`src/rtl/atp_pkg.sv`:
```
// Shared constants, types and helper functions of the arc trajectory predictor.
// No dependencies; atp_cordic, atp_div and the top level import this package.
`default_nettype none

package atp_pkg;

  localparam int MAX_STEPS_DEF   = 20;
  localparam int CORDIC_ITER_DEF = 16;

  // fixed-point formats
  localparam int FRAC_BITS = 12;
  localparam int ANG_FRAC  = 30;
  localparam int ANG_SH    = ANG_FRAC - 2 * FRAC_BITS;
  localparam int DEN_SH    = ANG_FRAC - FRAC_BITS;

  localparam int IDX_W      = 6;
  localparam int CW         = 34;
  localparam int MAG_W      = 38;
  localparam int RED_STAGES = 5;
  localparam int QW         = 32;
  localparam int DEN_W      = 16;
  localparam int OFS_W      = 20;
  localparam int ATAN_COUNT = 24;

  localparam logic [MAG_W-1:0] TWO_PI_Q  = 38'd6746518852;
  localparam logic signed [35:0] PI_Q    = 36'sd3373259426;
  localparam logic signed [35:0] TWO_PI_S = 36'sd6746518852;
  localparam logic signed [35:0] HALF_PI_Q = 36'sd1686629713;
  localparam logic signed [CW-1:0] GAIN_Q = 34'sd652032875;
  localparam logic signed [CW-1:0] ONE_Q  = 34'sd1073741824;

  localparam logic [15:0] STEP_RST    = 16'd1229;
  localparam logic [15:0] HORIZON_RST = 16'd12288;
  localparam logic signed [15:0] AXLE_RST = -16'sd1352;

  typedef enum logic [1:0] {
    REG_STEP    = 2'd0,
    REG_HORIZON = 2'd1,
    REG_AXLE    = 2'd2
  } reg_idx_t;

  // per-point data that travels alongside the arithmetic
  typedef struct packed {
    logic [IDX_W-1:0]        idx;
    logic                    last;
    logic                    straight;
    logic signed [15:0]      lin;
    logic signed [15:0]      ang;
    logic signed [15:0]      lat;
    logic signed [15:0]      axle;
    logic signed [23:0]      str_x;
    logic signed [23:0]      str_y;
    logic signed [OFS_W-1:0] ox;
    logic signed [OFS_W-1:0] oy;
    logic                    neg_x;
    logic                    neg_y;
  } side_t;

  // atan(2^-i) in Q.30, truncated
  function automatic logic [31:0] atan_q30(input int i);
    logic [31:0] v;
    case (i)
      0:  v = 32'h3243F6A8;
      1:  v = 32'h1DAC6705;
      2:  v = 32'h0FADBAFC;
      3:  v = 32'h07F56EA6;
      4:  v = 32'h03FEAB76;
      5:  v = 32'h01FFD55B;
      6:  v = 32'h00FFFAAA;
      7:  v = 32'h007FFF55;
      8:  v = 32'h003FFFEA;
      9:  v = 32'h001FFFFD;
      10: v = 32'h000FFFFF;
      11: v = 32'h0007FFFF;
      12: v = 32'h0003FFFF;
      13: v = 32'h0001FFFF;
      14: v = 32'h0000FFFF;
      15: v = 32'h00007FFF;
      16: v = 32'h00003FFF;
      17: v = 32'h00001FFF;
      18: v = 32'h00000FFF;
      19: v = 32'h000007FF;
      20: v = 32'h000003FF;
      21: v = 32'h000001FF;
      22: v = 32'h000000FF;
      23: v = 32'h0000007F;
      default: v = 32'h0;
    endcase
    return v;
  endfunction

  function automatic logic signed [23:0] sat24(input logic signed [35:0] v);
    logic signed [23:0] r;
    if (v > 36'sd8388607) r = 24'sd8388607;
    else if (v < -36'sd8388608) r = -24'sd8388608;
    else r = v[23:0];
    return r;
  endfunction

endpackage

`default_nettype wire

```
`src/rtl/atp_div.sv`:
```
// Pipelined restoring divider, one quotient bit per stage, unsigned operands.
// Uses atp_pkg for the divisor width.
`default_nettype none

module atp_div #(
  parameter int NW = atp_pkg::QW
) (
  input  wire logic                          clk,
  input  wire logic                          en,
  input  wire logic [NW-1:0]                 num_in,
  input  wire logic [atp_pkg::DEN_W-1:0]     den_in,
  output logic [NW-1:0]                      quo_out
);
  import atp_pkg::*;

  // quotient bits shift in from the bottom as numerator bits leave the top
  logic [DEN_W-1:0] rm [0:NW-1];
  logic [NW-1:0]    nm [0:NW-1];
  logic [DEN_W-1:0] dn [0:NW-1];

  for (genvar j = 0; j < NW; j++) begin : g_stage
    logic [DEN_W-1:0] ri, di;
    logic [NW-1:0]    ni;
    logic [DEN_W:0]   r;
    logic             ge;
    if (j == 0) begin : g_first
      assign ri = '0;
      assign ni = num_in;
      assign di = den_in;
    end else begin : g_next
      assign ri = rm[j-1];
      assign ni = nm[j-1];
      assign di = dn[j-1];
    end
    assign r  = {ri, ni[NW-1]};
    assign ge = r >= {1'b0, di};

    always_ff @(posedge clk) begin
      if (en) begin
        rm[j] <= ge ? DEN_W'(r - {1'b0, di}) : r[DEN_W-1:0];
        nm[j] <= {ni[NW-2:0], ge};
        dn[j] <= di;
      end
    end
  end

  assign quo_out = nm[NW-1];

endmodule

`default_nettype wire

```
`config.mk`:
```
export PLATFORM = sky130hd
export DESIGN_NAME = atp_div
export DESIGN_NICKNAME = d
export VERILOG_FILES = /design/src/rtl/atp_pkg.sv /design/src/rtl/atp_div.sv
export SDC_FILE = /design/constraint.sdc
export NUM_CORES = 2
export LEC_CHECK = 0
export BUFFER_PORTS_ARGS = -buffer_cell sky130_fd_sc_hd__buf_2
export CAP_MARGIN = 25
export CORE_ASPECT_RATIO = 1.75
export CORE_MARGIN = 8
export CORE_UTILIZATION = 40
export CTS_CLUSTER_DIAMETER = 50
export CTS_CLUSTER_SIZE = 8
export DETAILED_ROUTE_END_ITERATION = 12
export SLEW_MARGIN = 0
export SYNTH_ARGS = -nofsm -noshare
export SYNTH_HDL_FRONTEND = slang
export SYNTH_SLANG_ARGS = --single-unit
```
`constraint.sdc`:
```
create_clock -name clk -period 4.39 [get_ports clk]
set_input_delay 0.439 -clock clk [delete_from_list [all_inputs] [get_ports clk]]
set_output_delay 0.439 -clock clk [all_outputs]
set_load 0.1 [all_outputs]
```
### After elaboration in Yosys (flattened, before gate mapping)

Memory sizes are Yosys's and may differ from the RTL's.
Index checks and enable logic that the tools add are counted.

* flip-flop bits (word level): 0
* bits in writable memories: 2048
* input bits: 50
* output and inout bits: 32
* memories kept: 3

Memory list
* nm: words 32, width 32, read ports 32, clocked after Yosys merged registers in 0, wr ports 32, RTL line atp_div.sv:18 `logic [NW-1:0] nm [0:NW-1];`
* dn: words 32, width 16, read ports 31, clocked after Yosys merged registers in 0, wr ports 32, RTL line atp_div.sv:19 `logic [DEN_W-1:0] dn [0:NW-1];`
* rm: words 32, width 16, read ports 31, clocked after Yosys merged registers in 0, wr ports 32, RTL line atp_div.sv:17 `logic [DEN_W-1:0] rm [0:NW-1];`

* add/subtract/negate cells: 32
* magnitude comparators: 32
* multiplexer cells: 34

Operator list (number)
* $ge A17 B16 Y1: 31
* $mux W16: 32
* $sub A16 B16 Y16: 31
* $ge A1 B16 Y1: 1
* $sub A1 B16 Y16: 1
* $mux W1: 2

### Longest topological paths before layout

An unclocked memory read counts as a cell.

* word-level depth: 3
* depth in mapped cells: 13
* mapped depth without buffers: 12

### Least setup slack after synthesis

Ideal clock, no wire load.

* kind: reg2reg
* from: memory rm[8][3]
* to: memory rm[9][10], data pin
* data arrival time: 3040 ps
* slack: 1090 ps
* cell stages (with the launch flop): 12
* period minus slack after synthesis: 3300 ps
* cell sequence: edfxtp_1 > ha_1 > a21o_1 > nand2_1 > nand2b_1 > a221oi_2 > o211ai_2 > a221o_2 > o311a_4 > nor3_4 > buf_12 > mux2_4

RTL lines (RTL line)
* start: declaration: atp_div.sv:17

==> out/results.tsv <==
metric	value	unit
status	completed	
synthDistinctLibCells	84	
h-tree-depth	5	
cpMaxStageDelayCell	o221ai_1	
tritoncts	built	
rsz0062_at_grt	no	
drt-total-wl	192000	um
setup_viol	0	
reg2reg_slack	0.08	ns
postLayoutCellArea	102000	um2
grt_max_degree	129	
cp-end-kind	register	
gr-usage-met3	2.73	%
core	221000	um2
met2_usage	32.6	%
met1_usage	12.0	%
hold_violations	0	
grt_pass1_wl	291000	um
slew_viol_final	0	
start_kind	register	
viasPerCell	5.20	
synthCells	6261	
die_h	640	um
antenna_found_initial	4	
hpwl	138000	um
grt_pass1_vias	54200	
start_util	40.1	%
tightest_slew	1.15	ns
yosysWarnings	0	
avgRoutedWirePerCell	19.9	um
antenna_left	0	
hold_path_end	nm[0][7]	
crit_arrival	4.74	ns
path_cells	inv_1 -> ha_1 -> nor2b_1 -> o21ai_0 -> a21oi_1 -> o221ai_1 -> a41o_1 -> a21oi_1 -> o32ai_2 -> o21ai_1	
cts.sinks	2016	
async_flop_share	0	%
setup_slack	0.0847	ns
min-delay-start	en	
ys_seq_elements	2016	
fillers	19200	
clk_pin_slew	0.05	ns
ir_drop	329	uV
power.switching	23.3	mW
worstSetupPathType	register to register	
p_comb_share	32.5	%
synth_area_leaders	edfxtp_1 (68%), ha_1 (7.0%), inv_1 (2.7%)	
cts_made_buffers	302	
critPathMaxFanout	12	
hold_slack	0.100	ns
syn-num-nets	6839	
syn2layout_area_growth	15.2	%
max_stage_delay	0.73	ns
finalNetCount	7303	
portBuffers	81	
final_cell_mix	edfxtp_1 (2016), inv_1 (630), ha_1 (498), nand2_1 (389), o21ai_0 (364)	
period_share	98.1	%
layout.cells.most_common	edfxtp_1	
grt_use_total	15.8	%
p_per_area	708	nW/um2
drive_gt1_share	11.2	%
finClkSkew	0.0575	ns
rr_startpoint	dn[1][1]	
syn_area	88900	um2
dr.pass1.iters	5	
vias	50200	
path_buf_inv	1	
p_int	49.2	mW
synth_edf_count	2016	
max_freq	0.232	GHz
final_cells	9663	
cts_root_buf	clkbuf_16	
seq_power_share	39.2	%
die_area	238000	um2
hold_path.class	input port to register	
drt_iter0_markers	2810	
leakage	39.6	nW
sw_frac_of_total	32.2	%
cts_max_path_buffers	4	
finalCriticalPeriod	4.31	ns
seq_area_frac_synth	68.1	%
place_area	93700	um2
insertion_delay	0.85	ns
crit_top_cell	a21oi_1	
hold_depth	1	
drv_cap	0	
placed_cells	9261	
synth_flop_cell	edfxtp_1	
fin_util	46.2	%
post-cts-setup-buffer-count	0	
synth_area_per_cell	14.2	um2
reg2reg_depth	10	
die_x	372	um
synth_top_area_share	68.1	%
cpLargestDelayFamily	compound AO/OA/AOI/OAI gates	
globalplace.congestion	0.939	
drcViolationCount	0	
io-pin-count	82	
grt_overflow_total	0	
busiest_layer	met2	
yosys.area.top_type	edfxtp_1	
rows	229	
dp_slack	-0.0446	ns
clock_power_share	28.4	%
slew_headroom	22.7	%
required	4.82	ns
r2r-end	rm[2][0]	
-- state kept, by name, indices dropped and copies added (netlist names) --
name	count
dn	496
nm	1024
rm	496
-- per-layer routing --
metal / vias to the layer above / routed length (um)
met4: 0 / 18600
met5: - / 0
met3: 677 / 6810
li1: 24000 / -
met1: 24400 / 55300
met2: 1132 / 111000
-- cells by family (layout without fill, tap and decap cells) --
| logic type | after synthesis | count (layout) | synth area share (%) |
|---|---|---|---|
| DFF | 2016 | 2016 | 68.1 |
| and+or+nand+nor | 1233 | 1233 | 6.54 |
| AOI/OAI and AO/OA | 1221 | 1221 | 8.63 |
| buffers and inverters | 715 | 1225 | 3.07 |
| adders and majority gates | 528 | 528 | 7.69 |
| xor gates and xnor gates | 356 | 356 | 3.51 |
| muxes | 192 | 192 | 2.45 |
| other | 0 | 5 | 0 |
-- power by group through the flow --
stage	combinational, mW	clock (mW)	sequential [mW]
floorplan	17.3	0	27.7
global placement	22.8	0	28.7
detailed placement	23.4	0	28.8
CTS	23.6	21.3	28.4
global route	26.0	22.0	28.7
finish	23.5	20.6	28.4
-- worst max path at each step --
stage	from	to	slack (ns)	cells past startpoint
after floorplan	rm[8][3]	rm[9][10]	1.09	11
after global placement	rm[18][0]	rm[19][8]	-0.008	10
after detailed placement	dn[18][1]	rm[19][8]	-0.04	11
after CTS	dn[1][1]	rm[2][0]	0.01	10
after global routing	dn[1][1]	rm[2][2]	0.06	10
final	dn[1][1]	rm[2][0]	0.08	10
-- what timing repair did --
item | 4_1_cts | 5_1_grt
resized for setup | 1 | 1
endpoints found under the hold margin | 47 | 0
setup endpoints to repair | 4 | 1
hold buffers | 47 | 0
-- through the flow --
stage | total power, mW | TNS (ns)
2_1_floorplan | 45.0 | 0
3_3_place_gp | 51.4 | -0.0137
3_5_place_dp | 52.2 | -0.123
4_1_cts | 73.4 | 0
5_1_grt | 76.7 | 0
6_report | 72.5 | 0
-- layout make-up --
cell class	count	area (um2)	share of cell area, %
clock buffers	315	7730	7.55
flip-flops and latches	2016	60500	59.1
clock inverters	35	470	0.460
diodes	5	12.5	0.0122
multi-input cells	3530	25700	25.1
inverters	630	2360	2.31
well taps	2887	3610	3.53
repair buffers	245	1960	1.91
-- cells in the mapped netlist, types with 22 or more instances --
cell type and number:
clkbuf_1 65, mux2i_1 29, nor3_1 98, a21o_1 129
xnor2_1 200, mux2_2 149, fa_1 30, nand2_1 389
nor2b_1 76, a21boi_0 26, a31oi_1 64, nand3_1 64
o21a_1 66, ha_1 498, xor2_1 156, nor2_1 338
o21ai_0 365, edfxtp_1 2016, o31ai_1 32, a211oi_1 22
nand2b_1 66, a21oi_1 316, inv_1 630, and3_1 37
nand4_1 52
Power figures use the tool's default switching activity.
