==> src/rtl/atp_pkg.sv <==
// Shared constants, types and helper functions of the arc trajectory predictor.
// No dependencies; atp_cordic, atp_div and the top level import this package.
`default_nettype none

package atp_pkg;

  localparam int MAX_STEPS_DEF   = 20;
  localparam int CORDIC_ITER_DEF = 16;

  // fixed-point formats
  localparam int FRAC_BITS = 12;
  localparam int ANG_FRAC  = 30;
  localparam int ANG_SH    = ANG_FRAC - 2 * FRAC_BITS;
  localparam int DEN_SH    = ANG_FRAC - FRAC_BITS;

  localparam int IDX_W      = 6;
  localparam int CW         = 34;
  localparam int MAG_W      = 38;
  localparam int RED_STAGES = 5;
  localparam int QW         = 32;
  localparam int DEN_W      = 16;
  localparam int OFS_W      = 20;
  localparam int ATAN_COUNT = 24;

  localparam logic [MAG_W-1:0] TWO_PI_Q  = 38'd6746518852;
  localparam logic signed [35:0] PI_Q    = 36'sd3373259426;
  localparam logic signed [35:0] TWO_PI_S = 36'sd6746518852;
  localparam logic signed [35:0] HALF_PI_Q = 36'sd1686629713;
  localparam logic signed [CW-1:0] GAIN_Q = 34'sd652032875;
  localparam logic signed [CW-1:0] ONE_Q  = 34'sd1073741824;

  localparam logic [15:0] STEP_RST    = 16'd1229;
  localparam logic [15:0] HORIZON_RST = 16'd12288;
  localparam logic signed [15:0] AXLE_RST = -16'sd1352;

  typedef enum logic [1:0] {
    REG_STEP    = 2'd0,
    REG_HORIZON = 2'd1,
    REG_AXLE    = 2'd2
  } reg_idx_t;

  // per-point data that travels alongside the arithmetic
  typedef struct packed {
    logic [IDX_W-1:0]        idx;
    logic                    last;
    logic                    straight;
    logic signed [15:0]      lin;
    logic signed [15:0]      ang;
    logic signed [15:0]      lat;
    logic signed [15:0]      axle;
    logic signed [23:0]      str_x;
    logic signed [23:0]      str_y;
    logic signed [OFS_W-1:0] ox;
    logic signed [OFS_W-1:0] oy;
    logic                    neg_x;
    logic                    neg_y;
  } side_t;

  // atan(2^-i) in Q.30, truncated
  function automatic logic [31:0] atan_q30(input int i);
    logic [31:0] v;
    case (i)
      0:  v = 32'h3243F6A8;
      1:  v = 32'h1DAC6705;
      2:  v = 32'h0FADBAFC;
      3:  v = 32'h07F56EA6;
      4:  v = 32'h03FEAB76;
      5:  v = 32'h01FFD55B;
      6:  v = 32'h00FFFAAA;
      7:  v = 32'h007FFF55;
      8:  v = 32'h003FFFEA;
      9:  v = 32'h001FFFFD;
      10: v = 32'h000FFFFF;
      11: v = 32'h0007FFFF;
      12: v = 32'h0003FFFF;
      13: v = 32'h0001FFFF;
      14: v = 32'h0000FFFF;
      15: v = 32'h00007FFF;
      16: v = 32'h00003FFF;
      17: v = 32'h00001FFF;
      18: v = 32'h00000FFF;
      19: v = 32'h000007FF;
      20: v = 32'h000003FF;
      21: v = 32'h000001FF;
      22: v = 32'h000000FF;
      23: v = 32'h0000007F;
      default: v = 32'h0;
    endcase
    return v;
  endfunction

  function automatic logic signed [23:0] sat24(input logic signed [35:0] v);
    logic signed [23:0] r;
    if (v > 36'sd8388607) r = 24'sd8388607;
    else if (v < -36'sd8388608) r = -24'sd8388608;
    else r = v[23:0];
    return r;
  endfunction

endpackage

`default_nettype wire

==> src/rtl/atp_cordic.sv <==
// Pipelined rotation-mode CORDIC, one iteration per stage, plus an output stage
// that applies the fold flag and the zero-heading bypass. Uses atp_pkg.
`default_nettype none

module atp_cordic #(
  parameter int ITER = atp_pkg::CORDIC_ITER_DEF
) (
  input  wire logic                         clk,
  input  wire logic                         en,
  input  wire logic signed [atp_pkg::CW-1:0] z_in,
  input  wire logic                         flip_in,
  input  wire logic                         zero_in,
  output logic signed [atp_pkg::CW-1:0]      sin_out,
  output logic signed [atp_pkg::CW-1:0]      cos_out
);
  import atp_pkg::*;

  logic signed [CW-1:0] xs [0:ITER-1];
  logic signed [CW-1:0] ys [0:ITER-1];
  logic signed [CW-1:0] zs [0:ITER-1];
  logic                 fl [0:ITER-1];
  logic                 zr [0:ITER-1];

  for (genvar j = 0; j < ITER; j++) begin : g_iter
    logic signed [CW-1:0] xi, yi, zi, at;
    logic                 fi, zri;
    if (j == 0) begin : g_first
      assign xi  = GAIN_Q;
      assign yi  = '0;
      assign zi  = z_in;
      assign fi  = flip_in;
      assign zri = zero_in;
    end else begin : g_next
      assign xi  = xs[j-1];
      assign yi  = ys[j-1];
      assign zi  = zs[j-1];
      assign fi  = fl[j-1];
      assign zri = zr[j-1];
    end
    assign at = $signed(CW'(atan_q30(j)));

    always_ff @(posedge clk) begin
      if (en) begin
        if (zi >= 0) begin
          xs[j] <= xi - (yi >>> j);
          ys[j] <= yi + (xi >>> j);
          zs[j] <= zi - at;
        end else begin
          xs[j] <= xi + (yi >>> j);
          ys[j] <= yi - (xi >>> j);
          zs[j] <= zi + at;
        end
        fl[j] <= fi;
        zr[j] <= zri;
      end
    end
  end

  always_ff @(posedge clk) begin
    if (en) begin
      if (zr[ITER-1]) begin
        sin_out <= '0;
        cos_out <= ONE_Q;
      end else begin
        sin_out <= ys[ITER-1];
        cos_out <= fl[ITER-1] ? -xs[ITER-1] : xs[ITER-1];
      end
    end
  end

endmodule

`default_nettype wire

==> config.mk <==
export PLATFORM = sky130hd
export DESIGN_NAME = atp_cordic
export DESIGN_NICKNAME = d
export VERILOG_FILES = /design/src/rtl/atp_pkg.sv /design/src/rtl/atp_cordic.sv
export SDC_FILE = /design/constraint.sdc
export NUM_CORES = 2
export LEC_CHECK = 0
export ABC_AREA = 0
export CORE_ASPECT_RATIO = 1.75
export CORE_MARGIN = 2
export CORE_UTILIZATION = 30
export DETAILED_ROUTE_END_ITERATION = 7
export DONT_BUFFER_PORTS = 1
export PLACE_DENSITY_LB_ADDON = 0.1
export SETUP_SLACK_MARGIN = 0.05
export SLEW_MARGIN = 20
export SYNTH_ARGS = -nofsm -noshare
export SYNTH_HDL_FRONTEND = slang
export SYNTH_SLANG_ARGS = --single-unit
==> constraint.sdc <==
create_clock -name clk -period 7.9 [get_ports clk]
set_clock_uncertainty 0.1 [all_clocks]
set_input_delay 0.79 -clock clk [delete_from_list [all_inputs] [get_ports clk]]
set_output_delay 0.79 -clock clk [all_outputs]
set_load 0.03 [all_outputs]
## Yosys cells after proc, flatten, opt, wreduce, memory -nomap -nowiden

Memories as Yosys holds them, arrays and structs flattened. A register that Yosys moved wholly into a read port is not among the register bits.
Cells that the tools add are included.

- Flip-flop bits (word level): 34
- Bits in writable memories: 1664
- Bits of input ports: 38
- Word-level logic and storage cells: 310
- Memories: 5

- Add/sub/neg operators: 93
- Order comparisons: 16
- Multiplexer cells: 147
- Bitwise gates (word level): 48

Memory list:

| memory | words | bits a word | rd ports | clocked after Yosys merged registers in | write ports | RTL line | text |
|---|---|---|---|---|---|---|---|
| xs | 16 | 34 | 16 | 0 | 16 | atp_cordic.sv:18 | `logic signed [CW-1:0] xs [0:ITER-1];` |
| ys | 16 | 34 | 16 | 1 | 16 | atp_cordic.sv:19 | `logic signed [CW-1:0] ys [0:ITER-1];` |
| zs | 16 | 34 | 15 | 0 | 16 | atp_cordic.sv:20 | `logic signed [CW-1:0] zs [0:ITER-1];` |
| fl | 16 | 1 | 16 | 0 | 16 | atp_cordic.sv:21 | `logic fl [0:ITER-1];` |
| zr | 16 | 1 | 16 | 0 | 16 | atp_cordic.sv:22 | `logic zr [0:ITER-1];` |

Operator list:

| cell | number |
|---|---|
| $mux W34 | 49 |
| $ge A34 B1 Y1 const B | 16 |
| $mux W1 | 98 |
| $add A34 B19 Y34 | 2 |
| $add A34 B20 Y34 | 2 |
| $add A34 B21 Y34 | 2 |
| $add A34 B22 Y34 | 2 |
| $add A34 B23 Y34 | 2 |
| $add A34 B24 Y34 | 2 |
| $add A34 B25 Y34 | 2 |
| $add A34 B26 Y34 | 2 |
| $add A34 B27 Y34 | 2 |
| $add A34 B28 Y34 | 2 |
| $add A34 B29 Y34 | 2 |
| $add A34 B30 Y34 | 2 |
| $add A34 B31 Y34 | 2 |
| $add A34 B32 Y34 | 2 |
| $add A34 B33 Y34 | 2 |
| $sub A34 B19 Y34 | 2 |
| $sub A34 B20 Y34 | 2 |
| $sub A34 B21 Y34 | 2 |
| $sub A34 B22 Y34 | 2 |
| $sub A34 B23 Y34 | 2 |
| $sub A34 B24 Y34 | 2 |
| other kinds (43) | 99 |

## Logic depth before layout (Yosys ltp)

An unclocked memory read counts as a cell.

- Word-level depth: 6
- Gate-level depth with buffers: 23
- Mapped depth without buffers: 23

## Worst setup path after synthesis

Ideal clock, no wire load.

- Kind: in2reg
- Start point: input port en
- End point: memory ys[13][32], data pin
- Library setup time: 0.262 ns
- Data arrival time: 5.952 ns
- Setup slack: 1.587 ns
- Cell stages on the path: 21
- Cells stage by stage: clkbuf_1 and2_1 clkbuf_1 inv_2 clkbuf_1 clkbuf_1 clkbuf_1 buf_1 mux2i_1 fa_1 a21o_1 a21oi_1 nor2b_1 a21o_1 o41ai_1 a211oi_1 o31a_1 o41a_1 a221oi_1 o21ai_1 xor2_1

RTL lines:

| what | RTL line | text |
|---|---|---|
| start, declared | atp_cordic.sv:9 | `input wire logic en,` |
| end, declared | atp_cordic.sv:19 |  |

==> impl_metrics.json <==
{
  "grt-ovfl-total": 0,
  "die_w_um": 505,
  "final_common_cell": "edfxtp_1",
  "drtPass1Iterations": 5,
  "r2r-end": "ys[9][32]$_DFFE_PP_",
  "vias": 104000,
  "hold_depth": 2,
  "place_hpwl_um": 393000,
  "area_growth_syn_to_layout_pct": 10.1,
  "reg2reg_from": "xs[1][13]$_DFFE_PP_",
  "finalCritPeriodShare_pct": 78.4,
  "num_rows": 322,
  "synth_cell_type_count": 104,
  "maxCapViolCount": 0,
  "cts.repair.resized": 0,
  "synth.avg_cell_area_sq_um": 9.44,
  "cts_tree": "yes",
  "synth_seq_cells": 1590,
  "htree_levels": 4,
  "grt_pass1_wl_um": 691000,
  "criticalPathCategory": "reg2reg",
  "path_cells": "nor4_1, nand2b_1, or4_1, or4_1, nor3_2, nor2_1, xnor2_1, ha_1, nand2_1, nor3_1, a221oi_1, o21ai_1, a31oi_1, o211ai_1, a31oi_1, o211ai_1, a221oi_1, xnor2_1",
  "layout-drive-gt1-share_pct": 4.10,
  "route.detailed.drc": 0,
  "portBuffers": 0,
  "synth.area.top_cells": "edfxtp_1, ha_1, xnor2_1",
  "r2r_slack_ns": 1.70,
  "num-nets-final": 15300,
  "ff2ff_path_depth": 18,
  "setup_tns_ns": 0,
  "max_stage_delay_ns": 0.63,
  "drv_slew": 0,
  "clk_latency_ns": 0.91,
  "cts_setup_buffers": 0,
  "hold_class": "in2reg",
  "core_sq_mm": 0.438,
  "critPathBufInv": 0,
  "grt_max_degree": 129,
  "clockRootBuffer": "clkbuf_16",
  "die_y_um": 881,
  "start_util_pct": 30.1,
  "synth.top_cell.area_share_pct": 36.2,
  "relSlewSlack_pct": 7.14,
  "final_hold_viol_count": 0,
  "synth_flop_cell": "edfxtp_1",
  "register_area_sq_mm": 0.0477,
  "grt_usage_pct": 20.7,
  "clock_sinks": 1590,
  "fmax_mhz": 161,
  "synth-seq-area-share_pct": 36.2,
  "viasPerCell": 5.19,
  "multi_input_area_sq_mm": 0.0808,
  "totalWireLength_um": 474000,
  "detail-route-antenna-nets": 0,
  "fill_cells": 45900,
  "status": "finished clean",
  "synth_edf_count": 1590,
  "cp-end-kind": "flip-flop",
  "cts_made_buffers": 184,
  "setup_violations": 0,
  "design.die.area_sq_mm": 0.445,
  "cp_max_fo": 5,
  "cpMaxStageDelayCell": "or4_1",
  "yosysTopAreaCell": "edfxtp_1",
  "grt_pass1_vias": 109000,
  "wl_per_cell_um": 23.7,
  "clockBufferDepth": 4,
  "hold_start": "z_in[33]",
  "pin_count": 106,
  "drtIter0Drc": 4478,
  "worstPathArrival_ns": 6.73,
  "synth_cells": 14000,
  "path_clk_slew_ns": 0.07,
  "cp.required_ns": 8.43,
  "antenna_found_initial": 37,
  "path_delay_family": "simple AND/OR/NAND/NOR gates",
  "worstHoldEndpoint": "zs[0][33]$_DFFE_PP_",
  "rsz0062_at_grt": "false",
  "place_congestion": 0.977,
  "startpoint_type": "flip-flop",
  "mostFrequentLayoutCells": "edfxtp_1, xnor2_1, a21oi_1, ha_1, nor2_1",
  "syn_area_sq_mm": 0.132,
  "synthArstFlopShare_pct": 0,
  "ys_warn_count": 0,
  "worst_pin_slew_ns": 1.38,
  "fin_crit_ns": 6.20
}
-- what timing repair did --
| action | CTS | global route |
|---|---|---|
| hold buffers | 7 | 0 |
| setup endpoints to repair | 0 | 0 |
| hold endpoints to repair | 7 | 0 |
-- per-layer routing --
metal | up-vias | global-route usage (%) | share of wire, %
met5 | - | 0 | 0.019
met4 | 14 | 19.8 | 11
met3 | 1159 | 2.06 | 2.1
met2 | 1746 | 45.0 | 60
met1 | 49300 | 14.4 | 27
li1 | 51700 | - | -
-- worst max-delay path by stage --
| stage | from | endpoint | slack [ns] | depth (start not counted) |
|---|---|---|---|---|
| floorplan | en | ys[13][32]$_DFFE_PP_ | 1.59 | 21 |
| global placement | en | xs[1][201]$_DFFE_PP_ | 1.17 | 16 |
| detailed placement | en | ys[14][33]$_DFFE_PP_ | 1.28 | 18 |
| CTS | xs[0][246]$_DFFE_PP_ | ys[8][32]$_DFFE_PP_ | 1.57 | 19 |
| global route | xs[0][246]$_DFFE_PP_ | ys[8][32]$_DFFE_PP_ | 1.33 | 19 |
| finish | xs[1][13]$_DFFE_PP_ | ys[9][32]$_DFFE_PP_ | 1.70 | 18 |
-- cell type report --
class	count	area share [%]
clock buffers	218	3.26
well taps	5832	5.03
inverters	543	1.40
repair buffers	145	0.858
diodes	138	0.238
multi-input cells	11400	55.7
flip-flops and latches	1590	32.9
clock inverters	90	0.681
-- cells in the mapped netlist, types with 25 or more instances --
cell	count
edfxtp_1	1590
xnor2_1	1339
a21oi_1	1275
ha_1	1275
nor2_1	1144
nand2_1	829
o21ai_0	688
a21o_1	655
xor2_1	650
inv_1	530
nor3_1	361
clkbuf_1	331
nand3_1	252
nor2b_1	233
nand2b_1	232
o21a_1	218
o21ai_1	178
a31oi_1	165
o31ai_1	157
and3_1	138
o21bai_1	133
or3_1	125
nand4_1	119
nor4_1	103
a211oi_1	83
and2_1	73
mux2i_1	68
buf_1	64
or4_1	63
o41ai_1	59
o211ai_1	58
mux2_2	49
a221oi_1	37
or2_2	37
fa_1	36
o31a_1	36
nor3b_1	35
a41oi_1	33
a21boi_0	32
a211o_1	28
o22ai_1	28
and4_1	26
nand3b_1	25
-- state kept, by name, summed over array words and instances, names as in the netlist --
signal	count
ys	511
xs	502
zs	477
cos_out	34
sin_out	34
fl	16
zr	16
-- metrics by stage --
| step | setup slack (ns) | cells | hold WS (ns) | utilization, % | cell area, sq um |
|---|---|---|---|---|---|
| after floorplan | 1.59 | 14000 | 0.300 | - | 132000 |
| after global placement | 1.17 | 19600 | 0.301 | 31.7 | 139000 |
| after detailed placement | 1.28 | 19600 | 0.306 | 31.7 | 139000 |
| after CTS | 1.57 | 19900 | 0.00389 | 33.0 | 145000 |
| after global routing | 1.33 | 20000 | 0.0741 | 33.1 | 145000 |
| final | 1.70 | 20000 | 0.0936 | 33.1 | 145000 |
-- kinds of logic (layout without fill, tap and decap cells) --
group / after synthesis / in the layout / share of synthesized area (%)
multiplexers: 117 / 117 / 0.934
AND/OR/NAND/NOR: 3852 / 3852 / 14.2
buffers and inverters: 946 / 996 / 2.71
adder cells (fa/ha/maj): 1325 / 1325 / 12.7
flip-flops: 1590 / 1590 / 36.2
other: 2 / 148 / 0.00569
XOR/XNOR: 1991 / 1991 / 13.2
AO/OA/AOI/OAI: 4153 / 4153 / 19.9
Power is not shown: default switching activity piles up to over one toggle a cycle in this logic, so the estimate is an artifact.
